### config.mk
export PLATFORM = sky130hd
export DESIGN_NAME = bopt_ctrl
export DESIGN_NICKNAME = d
export VERILOG_FILES = /design/src/hw/rtl/bopt_pkg.sv /design/src/hw/rtl/bopt_ctrl.sv
export SDC_FILE = /design/constraint.sdc
export NUM_CORES = 1
export LEC_CHECK = 0
export BUFFER_PORTS_ARGS = -buffer_cell sky130_fd_sc_hd__buf_2
export CAP_MARGIN = 10
export CORE_MARGIN = 5
export CORE_UTILIZATION = 30
export DETAILED_ROUTE_END_ITERATION = 16
export GPL_ROUTABILITY_DRIVEN = 1
export PLACE_DENSITY = 0.61
export SYNTH_ARGS = -nofsm -noshare
export SYNTH_HDL_FRONTEND = slang
export SYNTH_SLANG_ARGS = --single-unit
### constraint.sdc
create_clock -name clk -period 1.85 [get_ports clk]
set_input_delay 0.37 -clock clk [delete_from_list [all_inputs] [get_ports clk]]
set_output_delay 0.37 -clock clk [all_outputs]
set_load 0.02 [all_outputs]
### src/hw/rtl/bopt_pkg.sv
// bopt_pkg: shared types and constants of the bf16 outer-product tile block
// depends on nothing; imported by the interfaces and every module
package bopt_pkg;

    localparam int TILE_ROWS   = 8;
    localparam int TILE_COLS   = 8;
    localparam int BF16_W      = 16;
    localparam int FP_W        = 32;
    localparam int LANES       = 4;
    localparam int ACC_DEPTH   = TILE_ROWS * TILE_COLS;
    localparam int IDX_W       = $clog2(ACC_DEPTH);
    localparam int ROW_W       = $clog2(TILE_ROWS);
    localparam int COL_W       = $clog2(TILE_COLS);

    localparam logic [FP_W-1:0] ALPHA_RESET = 32'h3F80_0000;
    localparam logic [FP_W-1:0] CANON_NAN   = 32'h7FC0_0000;

    // controller states
    typedef enum logic [3:0] {
        S_IDLE,
        S_MAC_RD,
        S_MAC_ADD1,
        S_MAC_ADD2,
        S_MAC_WR,
        S_OUT_RD,
        S_OUT_MUL,
        S_OUT_ST,
        S_SEND
    } state_t;

    // commands from controller to datapath
    typedef struct packed {
        logic             load;
        logic             mul_alpha;
        logic             wr_en;
        logic             st_en;
        logic             clr;
        logic [IDX_W-1:0] idx;
    } ctrl_cmd_t;

    // status from datapath to controller
    typedef struct packed {
        logic last_k;
    } ctrl_sts_t;

    // adder state between alignment and normalisation
    typedef struct packed {
        logic        nan;
        logic        inf;
        logic        sign;
        logic        zsign;
        logic [27:0] mag;
        logic [7:0]  exp;
    } add_mid_t;

endpackage

### src/hw/rtl/bopt_ctrl.sv
// bopt_ctrl: sequencer over the 64 accumulators and the eight output rows
// depends on bopt_pkg
module bopt_ctrl
    import bopt_pkg::*;
(
    input  logic      clk,
    input  logic      rst_n,
    input  logic      in_valid,
    output logic      in_ready,
    output logic      out_valid,
    input  logic      out_ready,
    input  ctrl_sts_t sts,
    output ctrl_cmd_t cmd
);

    state_t           state_reg, state_next;
    logic [IDX_W-1:0] idx_reg, idx_next;

    localparam logic [IDX_W-1:0] IDX_LAST = IDX_W'(ACC_DEPTH - 1);
    localparam logic [COL_W-1:0] COL_LAST = COL_W'(TILE_COLS - 1);

    // next state
    always_comb
    begin
        state_next = state_reg;
        idx_next   = idx_reg;
        case (state_reg)
            S_IDLE:
            begin
                if (in_valid)
                begin
                    state_next = S_MAC_RD;
                    idx_next   = '0;
                end
            end
            S_MAC_RD:   state_next = S_MAC_ADD1;
            S_MAC_ADD1: state_next = S_MAC_ADD2;
            S_MAC_ADD2: state_next = S_MAC_WR;
            S_MAC_WR:
            begin
                if (idx_reg == IDX_LAST)
                begin
                    idx_next   = '0;
                    state_next = sts.last_k ? S_OUT_RD : S_IDLE;
                end
                else
                begin
                    idx_next   = idx_reg + 1'b1;
                    state_next = S_MAC_RD;
                end
            end
            S_OUT_RD:  state_next = S_OUT_MUL;
            S_OUT_MUL: state_next = S_OUT_ST;
            S_OUT_ST:
            begin
                if (idx_reg[COL_W-1:0] == COL_LAST)
                begin
                    state_next = S_SEND;
                end
                else
                begin
                    idx_next   = idx_reg + 1'b1;
                    state_next = S_OUT_RD;
                end
            end
            S_SEND:
            begin
                if (out_ready)
                begin
                    if (idx_reg == IDX_LAST)
                    begin
                        state_next = S_IDLE;
                        idx_next   = '0;
                    end
                    else
                    begin
                        idx_next   = idx_reg + 1'b1;
                        state_next = S_OUT_RD;
                    end
                end
            end
            default:
            begin
                state_next = S_IDLE;
                idx_next   = '0;
            end
        endcase
    end

    // outputs
    always_comb
    begin
        cmd           = '0;
        cmd.idx       = idx_reg;
        in_ready      = 1'b0;
        out_valid     = 1'b0;
        case (state_reg)
            S_IDLE:
            begin
                in_ready = 1'b1;
                cmd.load = in_valid;
            end
            S_MAC_WR:  cmd.wr_en     = 1'b1;
            S_OUT_MUL: cmd.mul_alpha = 1'b1;
            S_OUT_ST:  cmd.st_en     = 1'b1;
            S_SEND:
            begin
                out_valid = 1'b1;
                cmd.clr   = out_ready && (idx_reg == IDX_LAST);
            end
            default:
            begin
                cmd.wr_en = 1'b0;
            end
        endcase
    end

    // state registers
    always_ff @(posedge clk or negedge rst_n)
    begin
        if (!rst_n)
        begin
            state_reg <= S_IDLE;
            idx_reg   <= '0;
        end
        else
        begin
            state_reg <= state_next;
            idx_reg   <= idx_next;
        end
    end

endmodule

; ---- Yosys cells after proc, flatten, opt, wreduce, memory -nomap -nowiden
; Index checks and enable logic that the tools add are counted.
[classes]
add_sub_neg = 1
n_eq_ne = 13
mux = 19
bitwise = 1
reduce_logical = 5
[op_table]
columns = cell, n
row1 = one-hot mux 4 bit (9 select lines), 1
row2 = one-hot mux 6 bit (5 select lines), 1
row3 = 2-to-1 mux 6 bit, 4
row4 = "== test 4 x 3 -> 1 bit, second input constant", 4
row5 = 2-to-1 mux 4 bit, 3
row6 = 2-to-1 mux 3 bit, 3
row7 = "== test 4 x 2 -> 1 bit, second input constant", 2
row8 = 2-to-1 mux 1 bit, 7
row9 = "adder 6 x 1 -> 6 bit, second input constant", 1
row10 = "== test 6 bit, second input constant", 1
row11 = "inequality test 2 bit, second input constant", 3
row12 = OR reduction 5 bit, 1
row13 = "== test 4 x 1 -> 1 bit, second input constant", 1
row14 = "== test 4 bit, second input constant", 1
row15 = logical NOT 4 bit, 1
row16 = AND reduction 4 bit, 1
row17 = "== test 3 bit, second input constant", 1
row18 = AND reduction 2 bit, 1
row19 = logical AND 1 bit, 1
row20 = NOT 1 bit, 1
[totals]
reg_bits = 10
out_inout_bits = 13

; ---- Longest topological paths before layout
; Gate-level depths: netlist of the first run.
[logic_depth]
word_depth = 4
ltp_mapped = 6
depth_no_buf = 5

; ---- Worst setup path before layout of the first run
; OpenSTA, ideal clock, no wires.
[synth_path]
path_type = flip-flop to output port
start = reg state_reg[0]
end = out cmd[10] (netlist name)
arrival_ns = 1.673
required_ns = 1.480
path_slack_ns = -0.193
stages_incl_launch_ff = 6
cell_sequence = dfrtp_1 > buf_6 > or2_1 > buf_6 > nor3_1 > and2_1
[synth_rtl]
columns = element, line_no
row1 = start: declaration, bopt_ctrl.sv:16  ; state_t state_reg, state_next;
row2 = start signal: assignment, bopt_ctrl.sv:128  ; state_reg <= state_next;
row3 = end: declaration, bopt_ctrl.sv:13  ; output ctrl_cmd_t cmd

==> reports/results.ini, run 1 <==
[global_route]
grt_usage_pct = 11.2
grt.overflow.total = 0
grt_pass1_wl_um = 3080
grt_max_degree = 12
antenna_found_initial = 0
grt_pass1_vias = 645

[power_and_ir_drop]
p_leak_nw = 0.425
comb_power_share_pct = 58.6
sw_frac_of_total_pct = 48.4
power_mw = 1.45
vdd_drop_max_uv = 929
power_density_nw_per_um2 = 1470
p_int_uw = 748
seqPwrFrac_pct = 31.5
p_sw_uw = 701
p_clk_share_pct = 9.9

[route]
ant_nets = 0
drt_iter0_markers = 17
dr.pass1.iters = 4
drt_wl_total_um = 2000
viasPerCell = 5.42
routedWlPerCell_um = 15.2
via_count = 715
drc = 0

[synthesis]
synth_area_um2 = 772
synth_edf_count = 0
yosys_register_bits = 10
yosysSeqAreaShare_pct = 32.4
syn-num-nets = 86
yosysWarnings = 0
yosys.cell_types.count = 36
synth_ff_type = dfrtp_1
avgSynthCellArea_um2 = 9.77
synthCells = 79
async_flop_share_pct = 100

[setup_path]
cp-start-kind = flip-flop
cp_top_family = simple AND/OR/NAND/NOR gates
max_stage_delay_ns = 0.38
cpMaxStageDelayCell = dfrtp_1
worst-path-max-fanout = 7
worst-path-buf-inv = 2
end_kind = primary output
crit_chain = buf_4, nor4b_4, and3_1, buf_4
worstPathArrival_ns = 1.41
worstPathRequired_ns = 1.48
cpMostUsedCell = buf_4
critPathKind = reg -> out

[clocking]
clockBufferDepth = 2
clock-sinks = 10
htree_levels = 1
clk_pin_slew_ns = 0.06
cts_made_buffers = 3
cts_root_buf = clkbuf_4
clk-insertion-delay-late_ns = 0.25
cts_tree = done

[place]
place_ws_ns = 0.143
dp_hpwl_um = 1440
placed_area_um2 = 883
dp.cells = 125
io_buffers = 17
gp_congestion = 0.817

[layout]
layout_common_cells = buf_2, dfrtp_1, buf_4
drive_gt1_share_pct = 43.1
fin_area_um2 = 985
largest_reg_flops = 6
syn2layout_area_growth_pct = 27.6
final_util_pct = 39.7
diodes = 0
fin_cells = 132
final_nets = 111
final_common_cell = buf_2

[floorplanning]
fp.dieArea_um2 = 3690
rows = 18
core_um2 = 2480
fp.dieH_um = 60.7
ios = 18
start_util_pct = 31.2
die_x_um = 60.7

[run]
max_cap_violations = 0

[timing]
worstMarginPinSlew_ns = 0.314
drv_slew = 0
fin_crit_ns = 1.78
final.setup.worst_slack_ns = 0.0679
setup_tns_ns = 0
max_clock_freq_mhz = 561
finalSetupViolations = 0
timing.hold.ws_ns = 0.438
skew_ns = 0.000673
timing.slew.headroom_pct = 78.9
period_share_pct = 96.3
final-hold-violation-count = 0
rsz0062_at_grt = true

[outcome]
status = finished, final reports clean

[hold_path]
hold_path_class = in -> reg

==> final timing paths <==
check                             start            to  slack [ns]  cells past startpoint
min reg2reg                  idx_reg[0]    idx_reg[0]        0.56                      1
max                        state_reg[0]        cmd[6]        0.07                      4
max in group asynchronous         rst_n  state_reg[2]        1.13                      2
max reg2reg                  idx_reg[0]  state_reg[2]        0.16                      5
min in group asynchronous         rst_n    idx_reg[2]        0.50                      2
min                           out_ready  state_reg[0]        0.44                      3
==> final cells by class <==
type,instances,area (um2)
fillers,258,1490
multi-input cells,60,507
flip-flops and latches,10,253
repair buffers,25,150
well taps,30,37.5
clock buffers,3,22.5
inverters,4,15.0
==> kinds of logic after synthesis <==
group                      Yosys count  synth area share (%)
and+or+nand+nor                     31                  25.3
AOI/OAI and AO/OA                   25                  28.9
DFF                                 10                  32.4
buffers and inverters                9                  7.94
xor gates and xnor gates             2                  2.27
adders and majority gates            2                  3.24
==> Yosys cell counts (2+ instances only) <==
cell type   n  area, um2
and3_1      3       18.8
ha_1        2       25.0
o211ai_1    3       22.5
o2bb2ai_1   2       17.5
nor2b_1     2       12.5
nand3_1     5       25.0
xnor2_1     2       17.5
a21oi_1     4       20.0
dfrtp_1    10        250
buf_6       3       33.8
nand2b_1    2       12.5
o21ai_0     7       35.0
inv_1       4       15.0
nand2_1     4       15.0
nor2_1      5       18.8
==> timing repair <==
action                                 in CTS  in global routing
hold buffers                                1                  0
setup endpoints to repair                   2                  5
endpoints found under the hold margin      10                  0
resized for setup                           4                  7
pin swaps                                   0                  2
buffers inserted                            0                  3
==> power by group through the flow <==
stage                     registers, mW  logic (mW)  clock network [mW]
final                             0.457       0.850               0.143
after global routing              0.471       0.923               0.171
after CTS                         0.438       0.798               0.152
after detailed placement          0.437       0.777                   0
after global placement            0.429       0.763                   0
after floorplan                   0.446       0.602                   0
==> tightest hold or removal path: cells and delay by family <==
kind / cells / cell delay, ns
AOI/OAI and AO/OA: 2 / 0.18
buffers and inverters: 1 / 0.11
==> routing by layer <==
metal / wire [um] / track usage [%]
met3: 120 / 2.55
met5: 0 / 0
met4: 0 / 3.72
met2: 934 / 15.4
met1: 947 / 17.0
Power figures use the tool's default switching activity.
==> inputs of run 2 (changes only) <==
- CORE_UTILIZATION: 30 -> 51
- PLACE_DENSITY: 0.61 -> 0.87
==> run 2 against run 1 <==
Against the previous run: cell count decreased by 5.3%; worst hold slack lost 0.011 ns; first-iteration DRC count up 76%; clock power grew 6%; via count rose by 4.9%; die area shrank 35%; sequential cell count did not move; critical path depth up 1; register-to-register slack got worse by 0.03 ns; design area up 1.5%; total power rose by 6.9%; critical path type unchanged; largest power group unchanged; highest routed layer is now met4.
==> reports/results.ini, run 2 (synthesis results as in run 1) <==
[timing]
skew_ns = 0.00661  ; was 0.000673 ns
fin_crit_ns = 1.83  ; was 1.78 ns
worstMarginPinSlew_ns = 0.316  ; was 0.314 ns
finalSetupViolations = 0  ; unchanged
timing.hold.ws_ns = 0.427  ; was 0.438 ns
drv_slew = 0  ; unchanged
final.setup.worst_slack_ns = 0.0244  ; was 0.0679 ns
setup_tns_ns = 0  ; unchanged
final-hold-violation-count = 0  ; unchanged
timing.slew.headroom_pct = 78.8  ; was 78.9%
max_clock_freq_mhz = 548  ; was 561 MHz
period_share_pct = 98.7  ; was 96.3%

[setup_path]
max_stage_delay_ns = 0.37  ; was 0.38 ns
reg2reg_to = state_reg[2]  ; unchanged
reg2regPathDepth = 5  ; unchanged
cp-start-kind = flip-flop  ; unchanged
rrSetupSlack_ns = 0.13  ; was 0.16 ns
crit_chain = ha_2, nand3_2, nor2_2, and3_1, buf_2  ; was buf_4, nor4b_4, and3_1, buf_4
cpMaxStageDelayCell = dfrtp_1  ; unchanged
worstPathArrival_ns = 1.46  ; was 1.41 ns
end_kind = primary output  ; unchanged
worstPathRequired_ns = 1.48  ; about the same
worst-path-max-fanout = 4  ; was 7
critPathKind = reg -> out  ; unchanged
worstReg2RegStart = idx_reg[1]  ; was idx_reg[0]

[clocking]
clock-sinks = 10  ; unchanged
clk_pin_slew_ns = 0.07  ; was 0.06 ns
cts_root_buf = clkbuf_4  ; unchanged
htree_levels = 1  ; unchanged
clk-insertion-delay-late_ns = 0.27  ; was 0.25 ns
cts_tree = done  ; unchanged
clockBufferDepth = 2  ; unchanged
cts_made_buffers = 3  ; unchanged

[global_route]
grt_pass1_vias = 711  ; was 645
grt.overflow.total = 0  ; unchanged
grt_usage_pct = 17.2  ; was 11.2%
antenna_found_initial = 0  ; unchanged
grt_max_degree = 11  ; was 12
grtUsageMet1_pct = 19.3  ; was 17.0%
busiest_layer = met2  ; was met1
grt_pass1_wl_um = 3280  ; was 3080 um
grtUsageMet2_pct = 30.0  ; was 15.4%
use_met3_pct = 3.98  ; was 2.55%

[run]
max_cap_violations = 0  ; unchanged

[hold_path]
min-delay-start = out_ready  ; unchanged
hold_depth = 3  ; unchanged
hold_path_class = in -> reg  ; unchanged
min_to = state_reg[0]  ; unchanged

[place]
dp_hpwl_um = 1360  ; was 1440 um
gp_congestion = 0.818  ; was 0.817
placed_area_um2 = 843  ; was 883 um2
io_buffers = 17  ; unchanged
place_ws_ns = 0.126  ; was 0.143 ns

[layout]
diodes = 0  ; unchanged
largest_reg_flops = 6  ; unchanged
fillers = 114  ; was 258
multi_input_area_um2 = 484  ; was 507 um2
layout_common_cells = buf_2, buf_4, o21ai_0  ; was buf_2, dfrtp_1, buf_4
drive_gt1_share_pct = 47.7  ; was 43.1%
final_common_cell = buf_2  ; unchanged
final_nets = 118  ; was 111
fin_area_um2 = 1000  ; was 985 um2
seq_area_um2 = 255  ; was 253 um2
syn2layout_area_growth_pct = 29.5  ; was 27.6%

[route]
dr.pass1.iters = 4  ; unchanged
drt_wl_total_um = 2030  ; was 2000 um
via_count = 750  ; was 715
drt_iter0_markers = 30  ; was 17
viasPerCell = 6.00  ; was 5.42
routedWlPerCell_um = 16.3  ; was 15.2 um
ant_nets = 0  ; unchanged
drc = 0  ; unchanged

[power_and_ir_drop]
power_density_nw_per_um2 = 1550  ; was 1470 nW/um2
vdd_drop_max_uv = 689  ; was 929 uV
p_leak_nw = 0.458  ; was 0.425 nW

[floorplanning]
core_um2 = 1470  ; was 2480 um2
fp.dieH_um = 48.9  ; was 60.7 um
ios = 18  ; unchanged
start_util_pct = 52.5  ; was 31.2%
rows = 14  ; was 18
fp.dieArea_um2 = 2390  ; was 3690 um2
die_x_um = 48.9  ; was 60.7 um

[outcome]
status = finished, final reports clean  ; unchanged

==> run 2: worst max path at each step <==
stage	from	to	slack, ns	cells after the start
after detailed placement	state_reg[0]	cmd[10]	0.13	4
after CTS	state_reg[1]	cmd[10]	0.01	4
after global placement	state_reg[0]	cmd[10]	0.19	4
final	idx_reg[1]	cmd[6]	0.02	5
after floorplan	state_reg[0]	cmd[10]	0.03	5
after global routing	idx_reg[1]	cmd[6]	-0.02	5
==> run 2: repair_timing <==
item,CTS,global route
hold endpoints to repair,10,0
setup endpoints to repair,4,2
hold buffers,1,0
setup buffers,7,6
pin swaps,2,2
gates resized for setup,8,2
==> run 2: through the flow <==
| step | cells | utilization, % | power [mW] |
|---|---|---|---|
| after CTS | 119 | 64.3 | 1.46 |
| after floorplan | 79 | - | 1.05 |
| after global routing | 125 | 67.9 | 1.65 |
| final | 125 | 67.9 | 1.55 |
| after detailed placement | 108 | 57.3 | 1.17 |
| after global placement | 108 | 57.3 | 1.14 |
==> run 2: layer usage <==
metal / routed length, um / share of wire (%)
met5: 0 / 0
met1: 780 / 38
met3: 148 / 7.3
met2: 1070 / 52
met4: 38 / 1.9
==> run 2: critical path: cells and delay by family, from the launching register on <==
| family | cells | cell delay [ns] |
|---|---|---|
| flops | 1 | 0.37 |
| simple gates | 3 | 0.44 |
| buf+inv | 1 | 0.16 |
| fa+ha+maj | 1 | 0.21 |
==> run 2: final cells by class <==
class                           instances  area share [%]
Tap cell                               16            2.00
Clock buffer                            3            2.25
Multi-Input combinational cell         60            48.4
Sequential cell                        10            25.5
Timing Repair Buffer                   32            20.3
Inverter                                4            1.50
==> run 2: report_power, final <==
part | switching (mW) | internal [mW]
Sequential | 0.123 | 0.309
Clock | 0.0763 | 0.0753
Combinational | 0.510 | 0.456
Total | 0.709 | 0.840
