[src/hw/rtl/bopt_pkg.sv]
// bopt_pkg: shared types and constants of the bf16 outer-product tile block
// depends on nothing; imported by the interfaces and every module
package bopt_pkg;

    localparam int TILE_ROWS   = 8;
    localparam int TILE_COLS   = 8;
    localparam int BF16_W      = 16;
    localparam int FP_W        = 32;
    localparam int LANES       = 4;
    localparam int ACC_DEPTH   = TILE_ROWS * TILE_COLS;
    localparam int IDX_W       = $clog2(ACC_DEPTH);
    localparam int ROW_W       = $clog2(TILE_ROWS);
    localparam int COL_W       = $clog2(TILE_COLS);

    localparam logic [FP_W-1:0] ALPHA_RESET = 32'h3F80_0000;
    localparam logic [FP_W-1:0] CANON_NAN   = 32'h7FC0_0000;

    // controller states
    typedef enum logic [3:0] {
        S_IDLE,
        S_MAC_RD,
        S_MAC_ADD1,
        S_MAC_ADD2,
        S_MAC_WR,
        S_OUT_RD,
        S_OUT_MUL,
        S_OUT_ST,
        S_SEND
    } state_t;

    // commands from controller to datapath
    typedef struct packed {
        logic             load;
        logic             mul_alpha;
        logic             wr_en;
        logic             st_en;
        logic             clr;
        logic [IDX_W-1:0] idx;
    } ctrl_cmd_t;

    // status from datapath to controller
    typedef struct packed {
        logic last_k;
    } ctrl_sts_t;

    // adder state between alignment and normalisation
    typedef struct packed {
        logic        nan;
        logic        inf;
        logic        sign;
        logic        zsign;
        logic [27:0] mag;
        logic [7:0]  exp;
    } add_mid_t;

endpackage

[src/hw/rtl/bopt_fp_mul.sv]
// bopt_fp_mul: fp32 multiplier, round to nearest even, result registered
// depends on bopt_pkg
module bopt_fp_mul
    import bopt_pkg::*;
(
    input  logic            clk,
    input  logic [FP_W-1:0] x,
    input  logic [FP_W-1:0] y,
    output logic [FP_W-1:0] res
);

    logic               xs, ys, s;
    logic [7:0]         xe, ye;
    logic               x_nan, y_nan, x_inf, y_inf, x_zero, y_zero;
    logic [23:0]        mx, my;
    logic [47:0]        p, pn;
    logic [5:0]         lz;
    logic               found;
    logic signed [11:0] e;
    logic [5:0]         sh;
    logic [95:0]        t;
    logic [23:0]        m;
    logic               g, stk, rnd;
    logic [7:0]         ef;
    logic [30:0]        body;
    logic [FP_W-1:0]    res_next;
    logic [FP_W-1:0]    res_reg;

    // unpack and classify
    always_comb
    begin
        xs     = x[31];
        ys     = y[31];
        s      = xs ^ ys;
        xe     = x[30:23];
        ye     = y[30:23];
        x_nan  = (xe == 8'hFF) && (x[22:0] != 23'd0);
        y_nan  = (ye == 8'hFF) && (y[22:0] != 23'd0);
        x_inf  = (xe == 8'hFF) && (x[22:0] == 23'd0);
        y_inf  = (ye == 8'hFF) && (y[22:0] == 23'd0);
        x_zero = (x[30:0] == 31'd0);
        y_zero = (y[30:0] == 31'd0);
        mx     = {(xe != 8'd0), x[22:0]};
        my     = {(ye != 8'd0), y[22:0]};
    end

    // product, normalise, round
    always_comb
    begin
        p     = mx * my;
        lz    = 6'd0;
        found = 1'b0;
        for (int k = 47; k >= 0; k--)
        begin
            if (!found && p[k])
            begin
                lz    = 6'(47 - k);
                found = 1'b1;
            end
        end
        pn = p << lz;
        e  = $signed({4'd0, (xe == 8'd0) ? 8'd1 : xe})
           + $signed({4'd0, (ye == 8'd0) ? 8'd1 : ye})
           - 12'sd126 - $signed({6'd0, lz});
        if (e < 12'sd1)
        begin
            sh = (e < -12'sd47) ? 6'd48 : 6'(12'sd1 - e);
        end
        else
        begin
            sh = 6'd0;
        end
        t    = {pn, 48'd0} >> sh;
        m    = t[95:72];
        g    = t[71];
        stk  = |t[70:0];
        ef   = (sh != 6'd0) ? 8'd0 : e[7:0];
        rnd  = g & (stk | m[0]);
        body = {ef, m[22:0]} + {30'd0, rnd};

        if (x_nan || y_nan || (x_inf && y_zero) || (y_inf && x_zero))
        begin
            res_next = CANON_NAN;
        end
        else if (x_inf || y_inf)
        begin
            res_next = {s, 8'hFF, 23'd0};
        end
        else if (x_zero || y_zero)
        begin
            res_next = {s, 31'd0};
        end
        else if (e >= 12'sd255)
        begin
            res_next = {s, 8'hFF, 23'd0};
        end
        else
        begin
            res_next = {s, body};
        end
    end

    // result register
    always_ff @(posedge clk)
    begin
        res_reg <= res_next;
    end

    assign res = res_reg;

endmodule

[src/hw/rtl/bopt_fp_add.sv]
// bopt_fp_add: two-stage fp32 adder, round to nearest even
// depends on bopt_pkg
module bopt_fp_add
    import bopt_pkg::*;
(
    input  logic            clk,
    input  logic [FP_W-1:0] x,
    input  logic [FP_W-1:0] y,
    output logic [FP_W-1:0] res
);

    logic            x_nan, y_nan, x_inf, y_inf, swap;
    logic [FP_W-1:0] big, lit;
    logic [23:0]     mb, ml;
    logic [7:0]      eb, el, d, dcl;
    logic [53:0]     t;
    logic [26:0]     al;
    add_mid_t        mid_next;
    add_mid_t        mid_reg;

    logic [26:0]     n;
    logic [8:0]      e;
    logic [4:0]      lz;
    logic            found;
    logic [7:0]      lim, sh;
    logic [7:0]      ef;
    logic            inc;
    logic [30:0]     body;
    logic [FP_W-1:0] res_next;
    logic [FP_W-1:0] res_reg;

    // stage 1: order operands, align, add or subtract
    always_comb
    begin
        x_nan = (x[30:23] == 8'hFF) && (x[22:0] != 23'd0);
        y_nan = (y[30:23] == 8'hFF) && (y[22:0] != 23'd0);
        x_inf = (x[30:23] == 8'hFF) && (x[22:0] == 23'd0);
        y_inf = (y[30:23] == 8'hFF) && (y[22:0] == 23'd0);
        swap  = y[30:0] > x[30:0];
        big   = swap ? y : x;
        lit   = swap ? x : y;
        mb    = {(big[30:23] != 8'd0), big[22:0]};
        ml    = {(lit[30:23] != 8'd0), lit[22:0]};
        eb    = (big[30:23] == 8'd0) ? 8'd1 : big[30:23];
        el    = (lit[30:23] == 8'd0) ? 8'd1 : lit[30:23];
        d     = eb - el;
        dcl   = (d > 8'd27) ? 8'd27 : d;
        t     = {ml, 3'd0, 27'd0} >> dcl;
        al    = t[53:27] | {26'd0, |t[26:0]};

        mid_next.nan   = x_nan || y_nan || (x_inf && y_inf && (x[31] != y[31]));
        mid_next.inf   = x_inf || y_inf;
        mid_next.sign  = (x_inf || y_inf) ? (x_inf ? x[31] : y[31]) : big[31];
        mid_next.zsign = big[31] & lit[31];
        mid_next.exp   = eb;
        if (big[31] == lit[31])
        begin
            mid_next.mag = {1'b0, mb, 3'd0} + {1'b0, al};
        end
        else
        begin
            mid_next.mag = {1'b0, mb, 3'd0} - {1'b0, al};
        end
    end

    always_ff @(posedge clk)
    begin
        mid_reg <= mid_next;
    end

    // stage 2: normalise and round
    always_comb
    begin
        lz    = 5'd0;
        found = 1'b0;
        for (int k = 26; k >= 0; k--)
        begin
            if (!found && mid_reg.mag[k])
            begin
                lz    = 5'(26 - k);
                found = 1'b1;
            end
        end
        lim = mid_reg.exp - 8'd1;
        sh  = ({3'd0, lz} < lim) ? {3'd0, lz} : lim;
        if (mid_reg.mag[27])
        begin
            n = {mid_reg.mag[27:2], mid_reg.mag[1] | mid_reg.mag[0]};
            e = {1'b0, mid_reg.exp} + 9'd1;
        end
        else
        begin
            n = mid_reg.mag[26:0] << sh;
            e = {1'b0, mid_reg.exp} - {1'b0, sh};
        end
        ef   = n[26] ? e[7:0] : 8'd0;
        inc  = n[2] & (n[1] | n[0] | n[3]);
        body = {ef, n[25:3]} + {30'd0, inc};

        if (mid_reg.nan)
        begin
            res_next = CANON_NAN;
        end
        else if (mid_reg.inf || (e >= 9'd255))
        begin
            res_next = {mid_reg.sign, 8'hFF, 23'd0};
        end
        else if (mid_reg.mag == 28'd0)
        begin
            res_next = {mid_reg.zsign, 31'd0};
        end
        else
        begin
            res_next = {mid_reg.sign, body};
        end
    end

    always_ff @(posedge clk)
    begin
        res_reg <= res_next;
    end

    assign res = res_reg;

endmodule

[src/hw/rtl/bopt_datapath.sv]
// bopt_datapath: operand registers, accumulator ram, shared multiplier and adder, row buffer
// depends on bopt_pkg, bopt_fp_mul, bopt_fp_add
module bopt_datapath
    import bopt_pkg::*;
(
    input  logic             clk,
    input  logic             rst_n,
    input  ctrl_cmd_t        cmd,
    output ctrl_sts_t        sts,
    input  logic [63:0]      a_lo,
    input  logic [63:0]      a_hi,
    input  logic [63:0]      b_lo,
    input  logic [63:0]      b_hi,
    input  logic             last_k,
    input  logic             cfg_we,
    input  logic [FP_W-1:0]  cfg_alpha,
    output logic [ROW_W-1:0] row_index,
    output logic [63:0]      cols_01,
    output logic [63:0]      cols_23,
    output logic [63:0]      cols_45,
    output logic [63:0]      cols_67,
    output logic             last_row
);

    logic [BF16_W-1:0]    a_reg [TILE_ROWS];
    logic [BF16_W-1:0]    b_reg [TILE_COLS];
    logic                 last_k_reg;
    logic [FP_W-1:0]      alpha_reg;
    logic [FP_W-1:0]      acc_mem [ACC_DEPTH];
    logic [FP_W-1:0]      rdata_reg;
    logic                 rvld_reg;
    logic [ACC_DEPTH-1:0] vld_reg;
    logic [FP_W-1:0]      row_buf_reg [TILE_COLS];

    logic [ROW_W-1:0]     row;
    logic [COL_W-1:0]     col;
    logic [FP_W-1:0]      acc_eff;
    logic [FP_W-1:0]      mul_x, mul_y, mul_res, sum;

    assign row     = cmd.idx[IDX_W-1:COL_W];
    assign col     = cmd.idx[COL_W-1:0];
    assign acc_eff = rvld_reg ? rdata_reg : '0;

    // operand capture on an accepted beat
    always_ff @(posedge clk)
    begin
        if (cmd.load)
        begin
            for (int i = 0; i < LANES; i++)
            begin
                a_reg[i]         <= a_lo[BF16_W*i +: BF16_W];
                a_reg[i + LANES] <= a_hi[BF16_W*i +: BF16_W];
                b_reg[i]         <= b_lo[BF16_W*i +: BF16_W];
                b_reg[i + LANES] <= b_hi[BF16_W*i +: BF16_W];
            end
            last_k_reg <= last_k;
        end
    end

    assign sts.last_k = last_k_reg;

    // scale register
    always_ff @(posedge clk or negedge rst_n)
    begin
        if (!rst_n)
        begin
            alpha_reg <= ALPHA_RESET;
        end
        else if (cfg_we)
        begin
            alpha_reg <= cfg_alpha;
        end
    end

    // accumulator ram, registered read
    always_ff @(posedge clk)
    begin
        if (cmd.wr_en)
        begin
            acc_mem[cmd.idx] <= sum;
        end
        rdata_reg <= acc_mem[cmd.idx];
    end

    // entry valid bits, an invalid entry reads as +0
    always_ff @(posedge clk or negedge rst_n)
    begin
        if (!rst_n)
        begin
            vld_reg  <= '0;
            rvld_reg <= 1'b0;
        end
        else
        begin
            rvld_reg <= vld_reg[cmd.idx];
            if (cmd.clr)
            begin
                vld_reg <= '0;
            end
            else if (cmd.wr_en)
            begin
                vld_reg[cmd.idx] <= 1'b1;
            end
        end
    end

    // shared multiplier: bf16 product or alpha scaling
    assign mul_x = cmd.mul_alpha ? alpha_reg : {a_reg[row], 16'd0};
    assign mul_y = cmd.mul_alpha ? acc_eff : {b_reg[col], 16'd0};

    bopt_fp_mul u_mul (
        .clk (clk),
        .x   (mul_x),
        .y   (mul_y),
        .res (mul_res)
    );

    bopt_fp_add u_add (
        .clk (clk),
        .x   (acc_eff),
        .y   (mul_res),
        .res (sum)
    );

    // output row buffer
    always_ff @(posedge clk)
    begin
        if (cmd.st_en)
        begin
            row_buf_reg[col] <= mul_res;
        end
    end

    assign row_index = row;
    assign cols_01   = {row_buf_reg[1], row_buf_reg[0]};
    assign cols_23   = {row_buf_reg[3], row_buf_reg[2]};
    assign cols_45   = {row_buf_reg[5], row_buf_reg[4]};
    assign cols_67   = {row_buf_reg[7], row_buf_reg[6]};
    assign last_row  = (row == ROW_W'(TILE_ROWS - 1));

endmodule

[config.mk]
export PLATFORM = sky130hd
export DESIGN_NAME = bopt_datapath
export DESIGN_NICKNAME = d
export VERILOG_FILES = /design/src/hw/rtl/bopt_pkg.sv /design/src/hw/rtl/bopt_fp_mul.sv /design/src/hw/rtl/bopt_fp_add.sv /design/src/hw/rtl/bopt_datapath.sv
export SDC_FILE = /design/constraint.sdc
export NUM_CORES = 2
export LEC_CHECK = 0
export ABC_AREA = 1
export BUFFER_PORTS_ARGS = -buffer_cell sky130_fd_sc_hd__buf_2
export CORE_UTILIZATION = 35
export DETAILED_ROUTE_END_ITERATION = 16
export PLACE_DENSITY = 0.51
export SYNTH_ARGS = -nofsm -noshare
export SYNTH_HDL_FRONTEND = slang
export SYNTH_SLANG_ARGS = --single-unit
[constraint.sdc]
create_clock -name clk -period 23.6 [get_ports clk]
set_clock_uncertainty 0.1 [all_clocks]
set_input_delay 0 -clock clk [delete_from_list [all_inputs] [get_ports clk]]
set_output_delay 0 -clock clk [all_outputs]
set_load 0.05 [all_outputs]
After elaboration in Yosys (flattened, before gate mapping)
Memories as Yosys holds them, arrays and structs flattened. A register that Yosys moved wholly into a read port is not among the register bits.
Index checks and enable logic that the tools add are counted.
Widths: inputs -> output; s select.
Cells by class
  add/subtract/negate cells: 12
  multipliers: 1
  magnitude comparators: 9
  equal/unequal tests: 7
  shift-type cells: 4
  multiplexer cells: 183
  bitwise logic cells: 10
  reduce and logical (&&, ||, !) cells: 195
Operators with widths (number)
  $mux 32: 7
  $mux 5: 27
  $mux 64: 2
  $mux 6: 18
  $shr 96x6->95: 1
  $logic_not 23->1: 4
  $reduce_bool 23->1: 4
  $logic_and 1x1->1: 86
  $mux 1: 85
  $logic_not 1->1: 73
  $reduce_or 71->1: 1
  $mux 4: 16
  $mux 8: 8
  $or 64x64->64: 1
  $add 31x1->31: 2
  $logic_not 31->1: 2
  $mux 31: 2
  $shr 54x8->54: 1
  $mul 24x24->48: 1
  $shl 48x6->48: 1
  $eq 8x8->1 const B: 4
  $logic_not 8->1: 4
  $reduce_bool 8->1: 4
  $gt 31x31->1: 1
  other kinds (42): 66
Word-level totals
  flip-flop bits (word level): 202
  memory bits (writable): 2560
  input bits: 303
  output and inout port bits: 261
  logic and storage cells: 441
  memories kept: 4
Memory list
  acc_mem: words 64, bits a word 32, rd ports 1, clocked after memory_dff 1, write ports 1, RTL line bopt_datapath.sv:29  | logic [FP_W-1:0] acc_mem [ACC_DEPTH];
  row_buf_reg: words 8, bits a word 32, rd ports 8, clocked after memory_dff 0, write ports 1, RTL line bopt_datapath.sv:33  | logic [FP_W-1:0] row_buf_reg [TILE_COLS];
  a_reg: words 8, bits a word 16, rd ports 1, clocked after memory_dff 0, write ports 8, RTL line bopt_datapath.sv:25  | logic [BF16_W-1:0] a_reg [TILE_ROWS];
  b_reg: words 8, bits a word 16, rd ports 1, clocked after memory_dff 0, write ports 8, RTL line bopt_datapath.sv:26  | logic [BF16_W-1:0] b_reg [TILE_COLS];

Longest topological paths before layout
  word-level depth: 158
  mapped depth: 106
  depth with buffers taken out: 98

Modules after synthesis
Synthesis repeated with hierarchy kept, for this count alone.
Unflattened totals
  cells, all modules: 17107
  area, all modules: 151997.0 um2
Modules (own cells, without submodules)
  bopt_datapath: times used 1, cells each 10163, area an instance 109296.1 um2, seq. area each 79980.5 um2
  bopt_fp_mul: times used 1, cells each 4725, area an instance 30310.3 um2, seq. area each 640.6 um2
  bopt_fp_add: times used 1, cells each 2219, area an instance 12390.6 um2, seq. area each 1441.4 um2

Least setup slack after synthesis
OpenSTA, ideal clock, no wires.
  path type: in2reg
  start: in cmd[0] (netlist bit)
  end: reg u_mul.res_reg[26] (netlist: u_mul.res[26])
  setup time: 0.116 ns
  arrival: 14.844 ns
  required time: 23.384 ns
  path slack: 8.540 ns
  cell stages on the path: 103
  buffers on the path: 7
  cell sequence: clkbuf_1 -> clkinv_1 -> nand2_1 -> clkinv_1 -> a22o_1 -> a2111oi_0 -> a32oi_1 -> nor4_1 -> nand2_1 -> inv_1 -> clkbuf_1 -> nor2_1 -> fa_1 -> inv_1 -> fa_1 -> fa_1 -> fa_1 -> fa_1 -> [67 not listed] -> nand2_1 -> nand2_1 -> nand3_1 -> nand2_1 -> inv_2 -> nand2_2 -> nor2_4 -> ha_1 -> nand3_2 -> inv_2 -> nand2_2 -> nor2_2 -> buf_6 -> nand3_1 -> nand2_1 -> nand3_1 -> nand2_1 -> nand2_1
On the way
  longest elaborated chain between the ends: 157
  elaborated cells on any way between the ends: 227
  those cells by class: 5 x add/sub; 1 x mul; 3 x order compare; 1 x eq/ne; 2 x shift; 101 x mux; 2 x bitwise; 111 x reduce/logical; 1 x memory
RTL lines
  start, declared: RTL line bopt_datapath.sv:8  | input ctrl_cmd_t cmd,
  $mem_v2 8x16 *
  $mux 32 *: RTL line bopt_datapath.sv:109  | assign mul_y = cmd.mul_alpha ? acc_eff : {b_reg[col], 16'd0};
  $reduce_bool 8->1: RTL line bopt_fp_mul.sv:44  | my = {(ye != 8'd0), y[22:0]};
  $mul 24x24->48: RTL line bopt_fp_mul.sv:50  | p = mx * my;
  $mux 1: RTL line bopt_fp_mul.sv:55  | if (!found && p[k])
  $logic_not 1->1: RTL line bopt_fp_mul.sv:55
  $logic_and 1x1->1: RTL line bopt_fp_mul.sv:55
  $mux 1: RTL line bopt_fp_mul.sv:55
  [141 not listed]
  $mux 6: RTL line bopt_fp_mul.sv:65  | if (e < 12'sd1)
  $shr 96x6->95: RTL line bopt_fp_mul.sv:73  | t = {pn, 48'd0} >> sh;
  $reduce_or 71->1: RTL line bopt_fp_mul.sv:76  | stk = |t[70:0];
  $or 1x1->1: RTL line bopt_fp_mul.sv:78  | rnd = g & (stk | m[0]);
  $and 1x1->1: RTL line bopt_fp_mul.sv:78
  $add 31x1->31: RTL line bopt_fp_mul.sv:79  | body = {ef, m[22:0]} + {30'd0, rnd};
  $mux 31: RTL line bopt_fp_mul.sv:93  | else if (e >= 12'sd255)
  $mux 31: RTL line bopt_fp_mul.sv:89  | else if (x_zero || y_zero)
  end signal, assigned: RTL line bopt_fp_mul.sv:106  | res_reg <= res_next;
  end, declared: RTL line bopt_fp_mul.sv:27  | logic [FP_W-1:0] res_reg;
Mark *: on every way between the ends. The rest lies on a longest branch, timed or not.
A chain may end at the register's enable or synchronous reset.

Worst setup path after layout
  start: in cmd[3] (netlist bit)
  end: reg u_mul.res_reg[22] (netlist: u_mul.res[22])
On the way
  longest elaborated chain between the ends: 158
  elaborated cells on any way between the ends: 225
  those cells by class: 5 x add/sub; 1 x mul; 3 x order compare; 1 x eq/ne; 2 x shift; 101 x mux; 2 x bitwise; 109 x reduce/logical; 1 x memory
RTL lines
  $mem_v2 8x16 *
  $mux 32 *: RTL line bopt_datapath.sv:108  | assign mul_x = cmd.mul_alpha ? alpha_reg : {a_reg[row], 16'd0};
  $reduce_bool 8->1: RTL line bopt_fp_mul.sv:43  | mx = {(xe != 8'd0), x[22:0]};
  $mul 24x24->48: RTL line bopt_fp_mul.sv:50
  $mux 1: RTL line bopt_fp_mul.sv:55
  $logic_not 1->1: RTL line bopt_fp_mul.sv:55
  $logic_and 1x1->1: RTL line bopt_fp_mul.sv:55
  $mux 1: RTL line bopt_fp_mul.sv:55
  [142 not listed]
  $shr 96x6->95: RTL line bopt_fp_mul.sv:73
  $reduce_or 71->1: RTL line bopt_fp_mul.sv:76
  $or 1x1->1: RTL line bopt_fp_mul.sv:78
  $and 1x1->1: RTL line bopt_fp_mul.sv:78
  $add 31x1->31: RTL line bopt_fp_mul.sv:79
  $mux 31: RTL line bopt_fp_mul.sv:93
  $mux 31: RTL line bopt_fp_mul.sv:89
  $mux 23: RTL line bopt_fp_mul.sv:85  | else if (x_inf || y_inf)
Marked as above.

==> results.tsv <==
metric	value	unit
wl_per_cell	26.4	um
period_minus_slack	20.04	ns
hold_violations	0	
worstRegToRegCells	88	
synth-edff-count	2561	
synthFlopType	edfxtp_1	
fp.coreArea	0.386	sq mm
syn_area_per_cell	11.4	sq um
reg2reg_slack	4.19	ns
cts_setup_buffers	0	
drt_wl_total	493000	um
multi_input_area	0.0475	sq mm
clock_sinks	2794	
clk_pin_slew_worst_paths	0.07	ns
nets	14300	
worst_pin_slew	1.25	ns
cp.arrival	20.72	ns
r2r_start	rvld_reg	
yosysWarnings	0	
gr-total-overflow	0	
crit_end	u_mul.res[22]	
cap_violations	0	
grt_use_total	24.7	%
root_buffer	clkbuf_16	
crit_path_end_kind	flop	
finalCritPeriodShare	84.9	%
grt_first_pass_wirelength	704000	um
syn_area	0.136	sq mm
cp-startpoint	cmd[3]	
syn2layout_area_growth	19.3	%
r2r_end	u_mul.res[22]	
htreeDepth	5	
grt_start_max_net_pins	120	
vias	99800	
die_x	625	um
fillers	36500	
start_util	35.2	%
hold_class	in -> reg	
p_per_area	116	mW/mm^2
slew_viol_final	0	
fin_tns_setup	0	ns
start_kind	primary input	
min-delay-start	cmd[10]	
grt_antenna_before_repair	64	
fmax	49.9	MHz
setup_viol	0	
cp.required	24.28	ns
critPathKind	in -> reg	
rsz0062_at_grt	no	
syn_nets	13000	
maxSlewHeadroom	16.3	%
crit_slowest_cell	nand2_1	
synthCells	11900	
crit_fanout	52	
synthArstFlopShare	3.47	%
drc	0	
synth-seq-area-share	60.4	%
die_area	0.391	sq mm
drive_above_1_share	11.9	%
clockBufferDepth	4	
peakVddDrop	0.112	mV
grt_pass1_vias	98400	
cp_common_cell	nor2_1	
drtAntennaViolNets	0	
synth-seq-cells	2794	
rows	228	
slowest_delay	0.81	ns
dp_hpwl	324000	um
outcome	complete, no violations	
pre_cts_slack	3.60	ns
cts_resized	0	
clock_latency	0.96	ns
num_io_pins	564	
drtPass1Iterations	8	
seq_area	0.0821	sq mm
hold_slack	0.117	ns
routabilityCongestion	0.920	
largest_reg_flops	2048	
numCtsBuffers	307	
vias_per_cell	5.35	
portBuffers	563	
power_leakage	60.9	nW
fin_ws	3.56	ns
fp.dieH	625	um
drt-initial-drc-count	9357	
synth_cell_types	81	
cts_tree	built	
[per-layer routing]
metal / GRT usage, % / wire (um) / vias to the layer above
met4: 9.58 / 21400 / 6
met3: 3.34 / 31300 / 878
li1: - / - / 44700
met5: 0 / 34 / -
met1: 31.8 / 202000 / 50300
met2: 42.0 / 238000 / 3872
[kinds of logic (layout without fill, tap and decap cells)]
kind of cell               count (synthesis)  after routing  share of synthesized area, %
xor gates and xnor gates                  98             98                         0.632
AOI/OAI and AO/OA                       1749           1749                          9.03
muxes                                     32             32                         0.259
buffers and inverters                   1827           3333                          5.16
other                                      0             47                             0
DFF                                     2794           2794                          60.4
adders and majority gates                787            787                          9.94
and+or+nand+nor                         4626           4626                          14.6
[cell usage after synthesis, types with 31 or more instances]
library cell     n  area share (%)
a21oi_1        255            0.94
a221oi_1       298             1.9
a22o_1         263             1.7
a22oi_1        329             1.8
a31oi_1         39            0.18
buf_1          116            0.32
buf_2           35            0.13
clkbuf_1       387             1.1
dfrtp_1         90             1.7
dfxtp_1        136             2.0
edfxtp_1      2561              57
fa_1           487             7.2
ha_1           300             2.8
inv_1         1226             3.4
nand2_1       2581             7.1
nand3_1        785             2.9
nand4_1        341             1.6
nor2_1         701             1.9
nor2_2          31            0.14
nor3_1          66            0.24
nor4_1          35            0.16
o21ai_0        374             1.4
xor2_1          68            0.44
[what timing repair did]
item / 4_1_cts / 5_1_grt
hold buffers: 627 / 0
endpoints found under the setup margin: 0 / 0
hold endpoints to repair: 570 / 0
[power breakdown]
group	internal [mW]	switching, mW
Clock	2.60	2.02
Sequential	6.04	0.173
Combinational	2.23	5.79
[cells in the final DEF (no fill, tap or decap), types with 16 or more instances in the layout]
master / count
nor2_2: 34
buf_4: 316
a31oi_1: 39
a21oi_1: 255
nand4_1: 341
nand2_1: 2580
nand2_2: 22
fa_1: 487
diode_2: 47
nor3_1: 51
nand3_1: 785
a22o_1: 263
a221oi_1: 297
inv_2: 23
xnor2_1: 30
dlygate4sd3_1: 626
inv_1: 1224
dfxtp_2: 32
clkbuf_16: 312
xor2_1: 68
dfrtp_1: 90
mux2_2: 25
clkbuf_1: 71
nor2_1: 625
edfxtp_1: 2561
ha_1: 300
o21bai_1: 18
nor2_4: 76
buf_2: 561
a211oi_1: 16
nor3_2: 17
clkbuf_8: 16
clkinv_2: 36
nor4_1: 34
dfxtp_1: 104
a22oi_1: 329
o21ai_0: 372
clkinv_1: 90
[stage by stage]
stage	std cells	util (%)	total power, mW	instance area [sq um]
finish	18600	42.0	18.9	162000
global route	18600	42.0	20.0	162000
CTS	18600	42.0	18.8	162000
detailed placement	17400	37.9	14.1	146000
global placement	17400	37.9	14.2	146000
floorplan	11900	-	11.5	136000
[cell type report]
| class | count | area share [%] |
|---|---|---|
| Clock inverter | 153 | 0.777 |
| Sequential cell | 2794 | 50.6 |
| Multi-Input combinational cell | 7292 | 29.3 |
| Tap cell | 5175 | 3.99 |
| Clock buffer | 399 | 5.12 |
| Timing Repair Buffer | 1510 | 7.14 |
| Antenna cell | 47 | 0.0726 |
| Inverter | 1271 | 2.95 |
[worst min path at each step]
| stage | cells past startpoint | end | slack [ns] |
|---|---|---|---|
| floorplan | 0 | alpha_reg[0] | -0.40 |
| global placement | 1 | vld_reg[39] | 0.04 |
| detailed placement | 1 | vld_reg[35] | 0.05 |
| CTS | 5 | rdata_reg[27] | 0.1 |
| global route | 3 | a_reg[3][3] | 0.16 |
| finish | 2 | b_reg[2][4] | 0.12 |
[critical path: cells and delay by family]
kind,cells,cell delay [ns]
compound gates,7,1.73
buf+inv,18,4.85
xor+xnor,2,0.35
fa+ha+maj,11,4.66
simple gates,52,9.03
Note: power is estimated with default switching activity, not from simulation.
